`src/rtl/assert_macros.svh`:
```
// Assertion shorthands used by rtl/three_term_recurrence_checksum.sv.
// Each macro expects i_clk and i_rst_n in scope; checks are off while reset is held.
`ifndef ASSERT_MACROS_SVH
`define ASSERT_MACROS_SVH

// Check a property at every rising clock edge.
`define TTRC_ASSERT_CLK(lbl, prop, msg) \
    lbl: assert property (@(posedge i_clk) disable iff (!i_rst_n) prop) \
        else $error(msg);

// Check that cons holds in the cycle after ante.
`define TTRC_ASSERT_NEXT(lbl, ante, cons, msg) \
    lbl: assert property (@(posedge i_clk) disable iff (!i_rst_n) (ante) |=> (cons)) \
        else $error(msg);

`endif

```
`src/rtl/ttrc_pkg.sv`:
```
package ttrc_pkg;

    localparam int DATA_W  = 8;
    localparam int VALUE_W = 16;
    localparam int INDEX_W = 8;

    // Modulus of the recurrence (2^16 - 1).
    localparam logic [VALUE_W-1:0] MOD_BASE     = 16'hFFFF;
    localparam logic [VALUE_W-1:0] FIRST_OFFSET = 16'd7;
    localparam logic [VALUE_W-1:0] VALUE_ONE    = 16'd1;

    typedef struct packed {
        logic [DATA_W-1:0] data_byte;
        logic              first;
    } t_item;

    typedef struct packed {
        logic [VALUE_W-1:0] older;
        logic [VALUE_W-1:0] newer;
        logic [INDEX_W-1:0] index;
    } t_state;

endpackage

```
`src/rtl/ttrc_in_stage.sv`:
```
module ttrc_in_stage (
    input  logic                          i_clk,
    input  logic                          i_rst_n,
    input  logic                          i_valid,
    input  logic [ttrc_pkg::DATA_W-1:0]   i_data_byte,
    input  logic                          i_first,
    output logic                          o_stall,
    input  logic                          i_advance,
    output logic                          o_valid,
    output ttrc_pkg::t_item               o_item
);
    import ttrc_pkg::*;

    logic  r_valid;
    t_item r_item;
    logic  w_load;

    // Take a new transaction when the register is empty or drains this cycle.
    assign w_load  = !r_valid || i_advance;
    assign o_stall = !w_load;
    assign o_valid = r_valid;
    assign o_item  = r_item;

    always_ff @(posedge i_clk) begin
        if (!i_rst_n) begin
            r_valid <= 1'b0;
        end else if (w_load) begin
            r_valid <= i_valid;
        end
    end

    always_ff @(posedge i_clk) begin
        if (w_load && i_valid) begin
            r_item.data_byte <= i_data_byte;
            r_item.first     <= i_first;
        end
    end

endmodule

```
`src/rtl/ttrc_core.sv`:
```
module ttrc_core (
    input  ttrc_pkg::t_item                 i_item,
    input  ttrc_pkg::t_state                i_state,
    output logic [ttrc_pkg::VALUE_W-1:0]    o_value,
    output ttrc_pkg::t_state                o_state
);
    import ttrc_pkg::*;

    localparam int PROD_W = 25;

    // Reduce a 25-bit value modulo 2^16 - 1: fold the high bits, then one subtract.
    function automatic logic [VALUE_W-1:0] fold_mod(input logic [PROD_W-1:0] x);
        logic [VALUE_W:0] s;
        s = {8'd0, x[PROD_W-1:VALUE_W]} + {1'b0, x[VALUE_W-1:0]};
        if (s >= {1'b0, MOD_BASE}) begin
            s = s - {1'b0, MOD_BASE};
        end
        return s[VALUE_W-1:0];
    endfunction

    logic [INDEX_W-1:0]  w_alpha;
    logic [INDEX_W-1:0]  w_beta;
    logic [DATA_W:0]     w_coef;
    logic [PROD_W-1:0]   w_prod_a;
    logic [PROD_W-1:0]   w_prod_b;
    logic [PROD_W-1:0]   w_mag;
    logic                w_neg;
    logic [VALUE_W-1:0]  w_rem;
    logic [VALUE_W:0]    w_wrap;
    logic [VALUE_W-1:0]  w_cont;

    // 17*i and 31*i modulo 256 as shift-add and shift-subtract.
    assign w_alpha = i_state.index + {i_state.index[3:0], 4'b0000};
    assign w_beta  = {i_state.index[2:0], 5'b00000} - i_state.index;
    assign w_coef  = {1'b0, i_item.data_byte} + {1'b0, w_alpha};

    // Widen both operands so the products keep every bit.
    assign w_prod_a = PROD_W'(w_coef) * PROD_W'(i_state.newer);
    assign w_prod_b = PROD_W'(w_beta) * PROD_W'(i_state.older);

    always_comb begin
        w_neg = w_prod_a < w_prod_b;
        w_mag = w_neg ? (w_prod_b - w_prod_a) : (w_prod_a - w_prod_b);
        w_rem = fold_mod(w_mag);
        // A negative difference of magnitude d gives (1 - d) mod 2^16-1.
        w_wrap = 17'h10000 - {1'b0, w_rem};
        if (!w_neg) begin
            w_cont = w_rem;
        end else if (w_rem == '0) begin
            w_cont = VALUE_ONE;
        end else if (w_rem == VALUE_ONE) begin
            w_cont = '0;
        end else begin
            w_cont = w_wrap[VALUE_W-1:0];
        end
    end

    always_comb begin
        if (i_item.first) begin
            o_value       = {8'd0, i_item.data_byte} + FIRST_OFFSET;
            o_state.older = VALUE_ONE;
            o_state.newer = o_value;
            o_state.index = INDEX_W'(1);
        end else begin
            o_value       = w_cont;
            o_state.older = i_state.newer;
            o_state.newer = w_cont;
            o_state.index = i_state.index + INDEX_W'(1);
        end
    end

endmodule

```
`src/rtl/three_term_recurrence_checksum.sv`:
```
// Three-term recurrence checksum over a byte stream.
//
// Input channel: i_valid / o_stall carries one byte per transaction
// (i_data_byte) and i_first, which starts a new message. Output channel:
// o_valid / i_stall carries o_checksum, the running checksum after that
// byte, and o_nonzero. Every input transaction yields exactly one output.
//
// Path: an accepted input transaction passes the input register, then the
// result register, which raises o_valid. The block takes one transaction per
// cycle while i_stall stays low; the whole recurrence step (two products,
// subtract, mod 2^16-1 fold) sits between the input register and the result
// register, since each byte needs the values left by the one before it.
//
// Reset (synchronous, active low): both registers empty, recurrence
// values set to one and the byte index to zero. A byte without i_first
// after reset continues from that state.
//
// Stall: while i_stall holds, the result register keeps its transaction.
// The input register still takes one more transaction; o_stall then rises
// until the output drains.
module three_term_recurrence_checksum (
    input  logic                          i_clk,
    input  logic                          i_rst_n,
    input  logic                          i_valid,
    output logic                          o_stall,
    input  logic [ttrc_pkg::DATA_W-1:0]   i_data_byte,
    input  logic                          i_first,
    output logic                          o_valid,
    input  logic                          i_stall,
    output logic [ttrc_pkg::VALUE_W-1:0]  o_checksum,
    output logic                          o_nonzero
);
    import ttrc_pkg::*;

    logic               w_in_valid;
    t_item              w_item;
    logic               w_advance;
    logic               w_fire;
    logic [VALUE_W-1:0] w_value;
    t_state             w_next_state;

    t_state             r_state;
    logic               r_out_valid;
    logic [VALUE_W-1:0] r_out_checksum;
    logic               r_out_nonzero;

    ttrc_in_stage u_in_stage (
        .i_clk       (i_clk),
        .i_rst_n     (i_rst_n),
        .i_valid     (i_valid),
        .i_data_byte (i_data_byte),
        .i_first     (i_first),
        .o_stall     (o_stall),
        .i_advance   (w_advance),
        .o_valid     (w_in_valid),
        .o_item      (w_item)
    );

    ttrc_core u_core (
        .i_item  (w_item),
        .i_state (r_state),
        .o_value (w_value),
        .o_state (w_next_state)
    );

    // Advance the result register when it is empty or being taken.
    assign w_advance = !r_out_valid || !i_stall;
    assign w_fire    = w_in_valid && w_advance;

    // Recurrence state moves only when a byte is committed to the output.
    always_ff @(posedge i_clk) begin
        if (!i_rst_n) begin
            r_state.older <= VALUE_ONE;
            r_state.newer <= VALUE_ONE;
            r_state.index <= '0;
        end else if (w_fire) begin
            r_state <= w_next_state;
        end
    end

    always_ff @(posedge i_clk) begin
        if (!i_rst_n) begin
            r_out_valid <= 1'b0;
        end else if (w_advance) begin
            r_out_valid <= w_in_valid;
        end
    end

    // Hold the payload while stalled; load on commit.
    always_ff @(posedge i_clk) begin
        if (w_fire) begin
            r_out_checksum <= w_value;
            r_out_nonzero  <= (w_value != '0);
        end
    end

    assign o_valid    = r_out_valid;
    assign o_checksum = r_out_checksum;
    assign o_nonzero  = r_out_nonzero;

`include "assert_macros.svh"

    `TTRC_ASSERT_CLK(a_checksum_range, o_valid |-> (o_checksum != MOD_BASE),
        "checksum out of range")
    `TTRC_ASSERT_NEXT(a_newer_tracks_out, w_fire, r_state.newer == r_out_checksum,
        "newer value differs from output")
    `TTRC_ASSERT_NEXT(a_first_restart, w_fire && w_item.first,
        (r_state.older == VALUE_ONE) && (r_state.index == INDEX_W'(1))
            && (r_out_checksum >= FIRST_OFFSET),
        "message start not applied")
    `TTRC_ASSERT_NEXT(a_index_step, w_fire && !w_item.first,
        r_state.index == INDEX_W'($past(r_state.index) + INDEX_W'(1)),
        "byte index did not advance")

endmodule

```
`config.mk`:
```
export PLATFORM = sky130hd
export DESIGN_NAME = three_term_recurrence_checksum
export DESIGN_NICKNAME = d
export VERILOG_FILES = /design/src/rtl/ttrc_pkg.sv /design/src/rtl/ttrc_in_stage.sv /design/src/rtl/ttrc_core.sv /design/src/rtl/three_term_recurrence_checksum.sv
export VERILOG_INCLUDE_DIRS = /design/src /design/src/rtl
export SDC_FILE = /design/constraint.sdc
export NUM_CORES = 1
export LEC_CHECK = 0
export ABC_AREA = 1
export BUFFER_PORTS_ARGS = -buffer_cell sky130_fd_sc_hd__buf_4
export CORE_MARGIN = 10
export CORE_UTILIZATION = 34
export DETAILED_ROUTE_END_ITERATION = 10
export SYNTH_ARGS = -nofsm -noshare
export SYNTH_HDL_FRONTEND = slang
export SYNTH_SLANG_ARGS = --single-unit
```
`constraint.sdc`:
```
create_clock -name i_clk -period 29.1 [get_ports i_clk]
set_clock_uncertainty 0.05 [all_clocks]
set_input_delay 2.91 -clock i_clk [delete_from_list [all_inputs] [get_ports i_clk]]
set_output_delay 2.91 -clock i_clk [all_outputs]
set_load 0.02 [all_outputs]
```
## Word level (Yosys, flattened, before mapping)

Cells that the tools add are included.
W data, S select, Z words.

| operators by class | value |
|---|---|
| $lt $le $gt $ge | 2 |
| multiply operators | 2 |
| muxes and demuxes | 7 |
| add/sub/neg operators | 10 |
| reductions and logical operators | 10 |
| eq/ne operators | 1 |

Operator list:

| operator | number |
|---|---|
| $mux W16 | 5 |
| $mux W40 | 1 |
| $lt A25 B24 Y1 | 1 |
| $mul A9 B16 Y25 | 1 |
| $mux W25 | 1 |
| $sub A24 B25 Y25 | 1 |
| $sub A25 B24 Y25 | 1 |
| $mul A8 B16 Y24 | 1 |
| $add A9 B16 Y17 | 1 |
| $ge A17 B16 Y1 const B | 1 |
| $eq A16 B1 Y1 const B | 1 |
| $logic_not A16 Y1 | 1 |
| $reduce_bool A16 Y1 | 1 |
| $sub A1 B16 Y16 const A | 1 |
| $sub A16 B16 Y16 const B | 1 |
| $add A8 B3 Y9 const B | 1 |
| $add A8 B8 Y9 | 1 |
| $add A8 B1 Y8 const B | 1 |
| $add A8 B8 Y8 | 1 |
| $sub A8 B8 Y8 | 1 |
| $logic_not A1 Y1 | 4 |
| $logic_and A1 B1 Y1 | 2 |
| $logic_or A1 B1 Y1 | 2 |

| word-level totals | value |
|---|---|
| word-level logic and storage cells | 41 |
| flip-flop bits (word level) | 68 |
| output and inout bits | 19 |

## Depth between registers and ports, before layout

Gate-level depths: netlist (run 1).

| logic depth | value |
|---|---|
| word-level depth | 14 |
| depth in mapped cells | 95 |
| mapped depth without buffers | 91 |

## Modules after synthesis

A second synthesis (run 1) with hierarchy kept.

| second synthesis, totals | value |
|---|---|
| cell total of the unflattened synthesis | 2334 |
| area, all modules | 16270.6 µm² |

Modules (own cells, without submodules):

| module | area an instance (µm²) | cells an instance | instances | sequential area each (µm²) |
|---|---|---|---|---|
| ttrc_core | 13535.5 | 2023 | 1 | 0.0 |
| three_term_recurrence_checksum | 2414.8 | 294 | 1 | 1331.3 |
| ttrc_in_stage | 320.3 | 17 | 1 | 290.3 |

## Least setup slack after synthesis (run 1)

OpenSTA, ideal clock, no wires.

| timing | value |
|---|---|
| kind | register to register |
| start point | register r_state[0] in the netlist's numbering |
| end point | register r_out_nonzero, in the netlist o_nonzero (data pin) |
| setup slack | 16.827 ns |
| stages on the path, launching flop included | 78 |
| setup time | 0.260 ns |
| data arrival time | 11.963 ns |
| data required time | 28.790 ns |
| period minus slack after synthesis | 12.273 ns |
| path through | dfxtp_1 ha_1 fa_1 ha_1 inv_1 or2_2 nand2_1 a21oi_1 or2_2 nand2_1 clkbuf_1 nor2_1 fa_1 inv_1 fa_1 fa_1 inv_1 fa_1 (+42 left out) nand3_4 nand2_4 buf_8 nand2_2 nand2_1 nand2_2 nor2_4 nand2_2 nor2_2 nand2_2 nand2_4 nor2_8 nand2_2 nand2_2 nor2_1 nand2_1 nor2_1 nand3_1 |

| on the way | value |
|---|---|
| word-level cells in the longest chain between the ends | 14 |

Ends and longest elaborated chain:

| element | RTL line | text |
|---|---|---|
| start: declaration | three_term_recurrence_checksum.sv:42 | `t_state r_state;` |
| start signal: assignment | three_term_recurrence_checksum.sv:77 | `r_state <= w_next_state;` |
| $add A8 B8 Y8 | ttrc_core.sv:33 | `assign w_alpha = i_state.index + {i_state.index[3:0], 4'b0000};` |
| $add A8 B8 Y9 | ttrc_core.sv:35 | `assign w_coef = {1'b0, i_item.data_byte} + {1'b0, w_alpha};` |
| $mul A9 B16 Y25 | ttrc_core.sv:38 | `assign w_prod_a = PROD_W'(w_coef) * PROD_W'(i_state.newer);` |
| $sub A25 B24 Y25, or another cell as far along | ttrc_core.sv:43 | `w_mag = w_neg ? (w_prod_b - w_prod_a) : (w_prod_a - w_prod_b);` |
| $mux W25 | ttrc_core.sv:43 |  |
| $add A9 B16 Y17 | ttrc_core.sv:14 | `s = {8'd0, x[PROD_W-1:VALUE_W]} + {1'b0, x[VALUE_W-1:0]};` |
| $sub A16 B16 Y16 / $ge A17 B16 Y1 (equally long branches) | ttrc_core.sv:16, ttrc_core.sv:15 |  |
| $mux W16 | ttrc_core.sv:15 | `if (s >= {1'b0, MOD_BASE}) begin` |
| $sub A1 B16 Y16 / $eq A16 B1 Y1 (equally long branches) | ttrc_core.sv:46, ttrc_core.sv:51 |  |
| $mux W16 | ttrc_core.sv:51 | `end else if (w_rem == VALUE_ONE) begin` |
| $mux W16 | ttrc_core.sv:49 | `end else if (w_rem == '0) begin` |
| $mux W16 * | ttrc_core.sv:47 | `if (!w_neg) begin` |
| $mux W16 * | ttrc_core.sv:59 | `if (i_item.first) begin` |
| $reduce_bool A16 Y1 * | three_term_recurrence_checksum.sv:93 | `r_out_nonzero <= (w_value != '0);` |
| end signal: assignment | three_term_recurrence_checksum.sv:93 |  |
| end: declaration | three_term_recurrence_checksum.sv:45 | `logic r_out_nonzero;` |

Every way passes the cells marked *; elsewhere a longest branch is shown, timed or not.
A chain may end at the register's enable or synchronous reset.

## Worst setup path in the final report (run 1)

| timing | value |
|---|---|
| start point | register r_state[4] in the netlist's numbering |
| end point | register r_out_nonzero, in the netlist o_nonzero (data pin) |

Same word-level chain as after synthesis.

==> results.md, run 1 <==
* DR pass1 iterations at 5
* Synth Register Bits at 68
* Largest net degree at the start of global routing at about 60
* Via-to-Cell Ratio at 4.91
* # DRC at 0
* Tightest Pin Transition at 799 ps
* Drt total wl at slightly below 50 mm
* Hold Path Class: flop to flop
* Routed Antenna Nets at 0
* Critical-path maximum fanout at 43
* Ys Warns at 0
* Final setup viols at 0
* Via count at 14300
* Average size of a mapped cell at 6.99 um^2
* Ports at 32
* Clock Path Buffers at 2
* Die Span X at approximately 240 um
* Slew Limit Fails at 0
* Met3 Track Usage GR at around 1.6%
* Yosys cell types at 55
* Post-layout minimum cycle time at between 10000 and 15000 ps
* Cells after synthesis at about 2300
* CTS root buf: clkbuf_16
* Hold Path Depth at 1
* Seq. cell area at 1620 um^2
* All-Layer GR Usage at between 10% and 20%
* Synth Flop Type: dfxtp_1
* Kind of critical path: flop to flop
* Diode count at 0
* Worst Setup Start Kind: flop
* Area growth, synth to finish at 6.59%
* PostCTS Resize Cnt at 0
* CP peak stage delay at between 600 and 700 ps
* Cts hold-fix bufs at 0
* Max_slew headroom at 46.6%
* Cts bufs inserted at 9
* Initial DRC Count at 864
* Initial antenna violation count at 1
* WL per Instance at between 15 and 20 um
* Tcrit/Tclk final at 49.2%
* CTS H-tree lvls at 3
* Row count at ~80
* Synth Net Count at 2665
* CTS tree: yes
* Status: complete, no violations
* Core ar. at approximately 47000 um^2
* GRT busiest layer: met2
* Setup TNS at 0 ps
* NumNets Final at 2657
* Max Cap Viol at 0
* Filler cells at ~5000
* Die Span Y at approximately 240 um
* Share of cells above drive strength 1 at ~7.6%
* Reg2reg path depth at 72
* Global route overflow at 0
* Sink Count at 68
* Unrepaired setup endpoints after global routing: false
* EDFF count, synth at 26
* Cell mode on critical path: nand2_1
* Final GP Congestion at 0.952
* Worst skew pair latency at 340 ps
* Initial Util at roughly a third
* Reg clk slew, reported paths at ~60 ps
* Die ar. at 56400 um^2
* Post-DP HPWL at ~42 mm
* Cell Area, Synth at between 15000 and 20000 um^2
* M2 GR Usage at 29.2%
* Hold Slack at 495 ps
* Hold Fails Final Rpt at 0
* Grt met1 use at 23.7%
* Area of the multi-input gates at 12200 um^2
* Most frequent cells in the layout: 506 x inv_1, 488 x nand2_1, 238 x nor2_1
* Sequential area share after synthesis at roughly a tenth
* Slowest CP cell: inv_2
* F_max at roughly 70 MHz
* IO Port Bufs at 31
* Worst Setup End Kind: flop
* Commonest non-fill, non-tap cell in the layout: inv_1
* Worst endpoint required time at ~29000 ps
* Crit path DAT at 14360 ps
* Post-CTS setup buffer count at 0
* Vias in the first global route at around 14000
* FFs w/ async S/R, synth at 0%
* First-pass GRT wire length at between 70 and 80 mm
[logic make-up after synthesis]
group	count (synthesis)	share of synthesized area [%]
buf+inv	579	13.9
mux	2	0.124
xor+xnor	77	4.19
compound gates	265	9.50
fa+ha+maj	351	36.1
simple gates	959	26.2
flops	68	10.1
[cells in the mapped netlist, types with 8 or more instances]
library cell,number,share of area (%)
ha_1,163,13
nor2_2,13,0.51
a21oi_1,111,3.5
o21ai_0,78,2.4
o21ai_1,8,0.25
nand3_2,9,0.56
nor2_1,239,5.6
nand3_1,91,2.8
nand2_1,488,11
inv_1,506,12
fa_1,188,23
clkbuf_1,39,0.91
edfxtp_1,26,4.9
inv_2,17,0.40
nand2_2,41,1.6
a211oi_1,20,0.93
o21bai_1,8,0.37
xor2_1,58,3.2
a21o_1,9,0.42
nand4_1,17,0.66
xnor2_1,19,1.0
nor3_1,17,0.53
dfxtp_1,42,5.2
or2_2,13,0.51
nand2_4,9,0.63
[critical path: cells and delay by family (launching register included)]
family                   cells  cell delay, ps
XOR/XNOR                     3             830
adder cells (fa/ha/maj)     10            4020
AO/OA/AOI/OAI               10            1600
AND/OR/NAND/NOR             41            5780
flip-flops                   1             430
buffers and inverters        8            1310
[path summary, 6_finish.rpt]
| check | to | slack (ps) | startpoint |
|---|---|---|---|
| max | o_nonzero$_DFFE_PP_ | 14770 | r_state[4]$_SDFFE_PN0P_ |
| min | r_state[6]$_SDFFE_PN0P_ | 490 | r_state[5]$_SDFFE_PN0P_ |
| max reg2reg | o_nonzero$_DFFE_PP_ | 14770 | r_state[4]$_SDFFE_PN0P_ |
| min reg2reg | r_state[6]$_SDFFE_PN0P_ | 490 | r_state[5]$_SDFFE_PN0P_ |
[through the flow]
step	instances	util [%]	worst slack [ps]	instance area, um^2
CTS	2905	36.8	14850	17100
global placement	2889	36.1	15000	16900
finish	2905	36.8	14770	17100
detailed placement	2889	36.1	14850	16900
global route	2905	36.8	13340	17100
floorplan	2301	-	16830	16100
[final cells by class]
class	count	area share [%]
clock buffer	13	1.52
inverter	523	11.4
tap	607	4.43
multi-input combinational	1654	71.4
timing repair buffer	37	1.62
sequential	68	9.46
clock inverter	3	0.124
[routing by layer]
metal,up-vias,share of wire [%]
met4,0,1.6
met1,6860,47
met3,43,4.2
li1,7000,-
met2,350,47
met5,-,0
[registers in the layout (all words and copies together) (netlist names)]
register,cells
o_nonzero,1
u_in_stage.o_item,9
r_state,40
o_checksum,16
u_in_stage.o_valid,1
o_valid,1
Power of run 1 is left out: the tool's default activity adds up to more than one toggle a clock period on the data nets, which glitch-free logic cannot reach.
==> inputs of run 2 (changes only) <==
==> constraint.sdc (replaced) <==
create_clock -name i_clk -period 13.3 [get_ports i_clk]
set_clock_uncertainty 0.05 [all_clocks]
set_input_delay 1.33 -clock i_clk [delete_from_list [all_inputs] [get_ports i_clk]]
set_output_delay 1.33 -clock i_clk [all_outputs]
set_load 0.02 [all_outputs]
==> results.md, run 2 (synthesis results as in run 1) <==
* IO Port Bufs at 31 (unchanged)
* Final setup viols at 0 (unchanged)
* Max Cap Viol at 0 (unchanged)
* F_max at 80.0 MHz (was 69.8 MHz)
* Cell mode on critical path: nand2_1 (unchanged)
* Initial Util at 34.5% (unchanged)
* Ports at 32 (unchanged)
* Post-DP HPWL at 42.0 mm (was 41.9 mm)
* Core ar. at 46700 um^2 (unchanged)
* Slowest CP cell: fa_1 (was inv_2)
* All-Layer GR Usage at 17.1% (was 17.3%)
* Sink Count at 68 (unchanged)
* Initial DRC Count at 948 (was 864)
* Diode count at 0 (unchanged)
* Tightest Pin Transition at 752 ps (was 799 ps)
* Routed Antenna Nets at 0 (unchanged)
* Largest net degree at the start of global routing at 61 (unchanged)
* Cts hold-fix bufs at 0 (unchanged)
* Share of cells above drive strength 1 at 11.3% (was 7.57%)
* Row count at 79 (unchanged)
* CTS H-tree lvls at 3 (unchanged)
* Most frequent cells in the layout: 502 x inv_1, 480 x nand2_1, 229 x nor2_1 (was 506 x inv_1, 488 x nand2_1, 238 x nor2_1)
* Drt total wl at 49.2 mm (was 48.7 mm)
* Worst Setup Start Kind: flop (unchanged)
* Vias in the first global route at 14300 (was 14400)
* Die ar. at 56400 um^2 (unchanged)
* Die Span Y at 238 um (unchanged)
* First-pass GRT wire length at 77.6 mm (was 78.0 mm)
* CTS root buf: clkbuf_16 (unchanged)
* Max reg flops at 40 (unchanged)
* Hold Fails Final Rpt at 0 (unchanged)
* Slew Limit Fails at 0 (unchanged)
* Post-layout minimum cycle time at 12510 ps (was 14330 ps)
* Setup TNS at 0 ps (unchanged)
* Commonest non-fill, non-tap cell in the layout: inv_1 (unchanged)
* Max_slew headroom at 49.9% (was 46.6%)
* Status: complete, no violations (unchanged)
* Die Span X at 238 um (unchanged)
* Initial antenna violation count at 0 (was 1)
* WL per Instance at 16.8 um (about the same)
* Hold Path Class: flop to flop (unchanged)
* CP peak stage delay at 550 ps (was 650 ps)
* Via count at 14600 (was 14300)
* Cts bufs inserted at 9 (unchanged)
* Area growth, synth to finish at 9.92% (was 6.59%)
* Global route overflow at 0 (unchanged)
* Critical-path maximum fanout at 10 (was 43)
* # DRC at 0 (unchanged)
* Crit path DAT at 12540 ps (was 14360 ps)
* Kind of critical path: flop to flop (unchanged)
* Reg with most FFs: r_state (unchanged)
* Final GP Congestion at 0.979 (was 0.952)
* Tcrit/Tclk final at 94.0% (was 49.2%)
* Via-to-Cell Ratio at 4.97 (was 4.91)
* Reg clk slew, reported paths at 60 ps (about the same)
* CTS tree: yes (unchanged)
* Worst skew pair latency at 340 ps (about the same)
* DR pass1 iterations at 7 (was 5)
* NumNets Final at 2685 (was 2657)
* Worst Setup End Kind: flop (unchanged)
* Clock Path Buffers at 2 (unchanged)
* Worst endpoint required time at 13340 ps (was 29140 ps)
==> run 2: changes by cell type in the layout (fill, tap and decap cells not counted), moves of 7 or more <==
| cell | previous run | this run |
|---|---|---|
| a21oi_1 | 111 | 103 |
| nor2_1 | 238 | 229 |
| ha_1 | 163 | 155 |
| o21ai_0 | 77 | 70 |
| nand2_1 | 488 | 480 |
| nor2_2 | 13 | 20 |
| buf_4 | 37 | 58 |
| a21oi_2 | 4 | 11 |
==> run 2: cell type report <==
type                    count  area, um^2
flip-flops and latches     68        1630
multi-input cells        1656       12500
clock buffers              11         264
repair buffers             63         500
well taps                 607         759
fillers                  4943       29000
clock inverters             5        31.3
inverters                 523        1970
==> run 2: per-stage QoR <==
step	setup WS (ps)	instance area, um^2	utilization [%]	hold WS, ps	std cells
after detailed placement	205	17000	36.4	455	2907
final	794	17700	37.9	447	2933
after global routing	-37.0	17700	37.9	472	2933
after CTS	165	17300	37.1	468	2923
after global placement	317	17000	36.4	451	2907
after floorplan	1030	16100	-	407	2301
==> run 2: worst paths after layout <==
| check | start | end | slack, ps | cells after the start |
|---|---|---|---|---|
| hold reg to reg | r_state[5]$_SDFFE_PN0P_ | r_state[6]$_SDFFE_PN0P_ | 450 | 1 |
| hold / removal | r_state[5]$_SDFFE_PN0P_ | r_state[6]$_SDFFE_PN0P_ | 450 | 1 |
| setup / recovery | r_state[0]$_SDFFE_PN0P_ | o_nonzero$_DFFE_PP_ | 790 | 62 |
| setup reg to reg | r_state[0]$_SDFFE_PN0P_ | o_nonzero$_DFFE_PP_ | 790 | 62 |
==> run 2: routing by layer <==
metal  track usage [%]  vias to the layer above  share of wire (%)
li1                  -                     7058                  -
met2              28.0                      464                 46
met4              3.07                        0                1.9
met3              1.86                       61                5.8
met5                 0                        -                  0
met1              23.9                     6997                 46
==> run 2: repair_timing <==
item | in CTS | in global routing
gates resized for setup | 0 | 79
setup endpoints to repair | 0 | 33
buffers inserted | 0 | 8
==> run 2: worst max-delay path: cells and delay by family, from the launching register on <==
family	cells	cell delay, ps
flip-flops	1	340
AO/OA/AOI/OAI	12	2270
buffers and inverters	8	570
multiplexers	1	160
adder cells (fa/ha/maj)	11	4440
AND/OR/NAND/NOR	27	3530
XOR/XNOR	3	870
Power of run 2 is left out for the same reason.
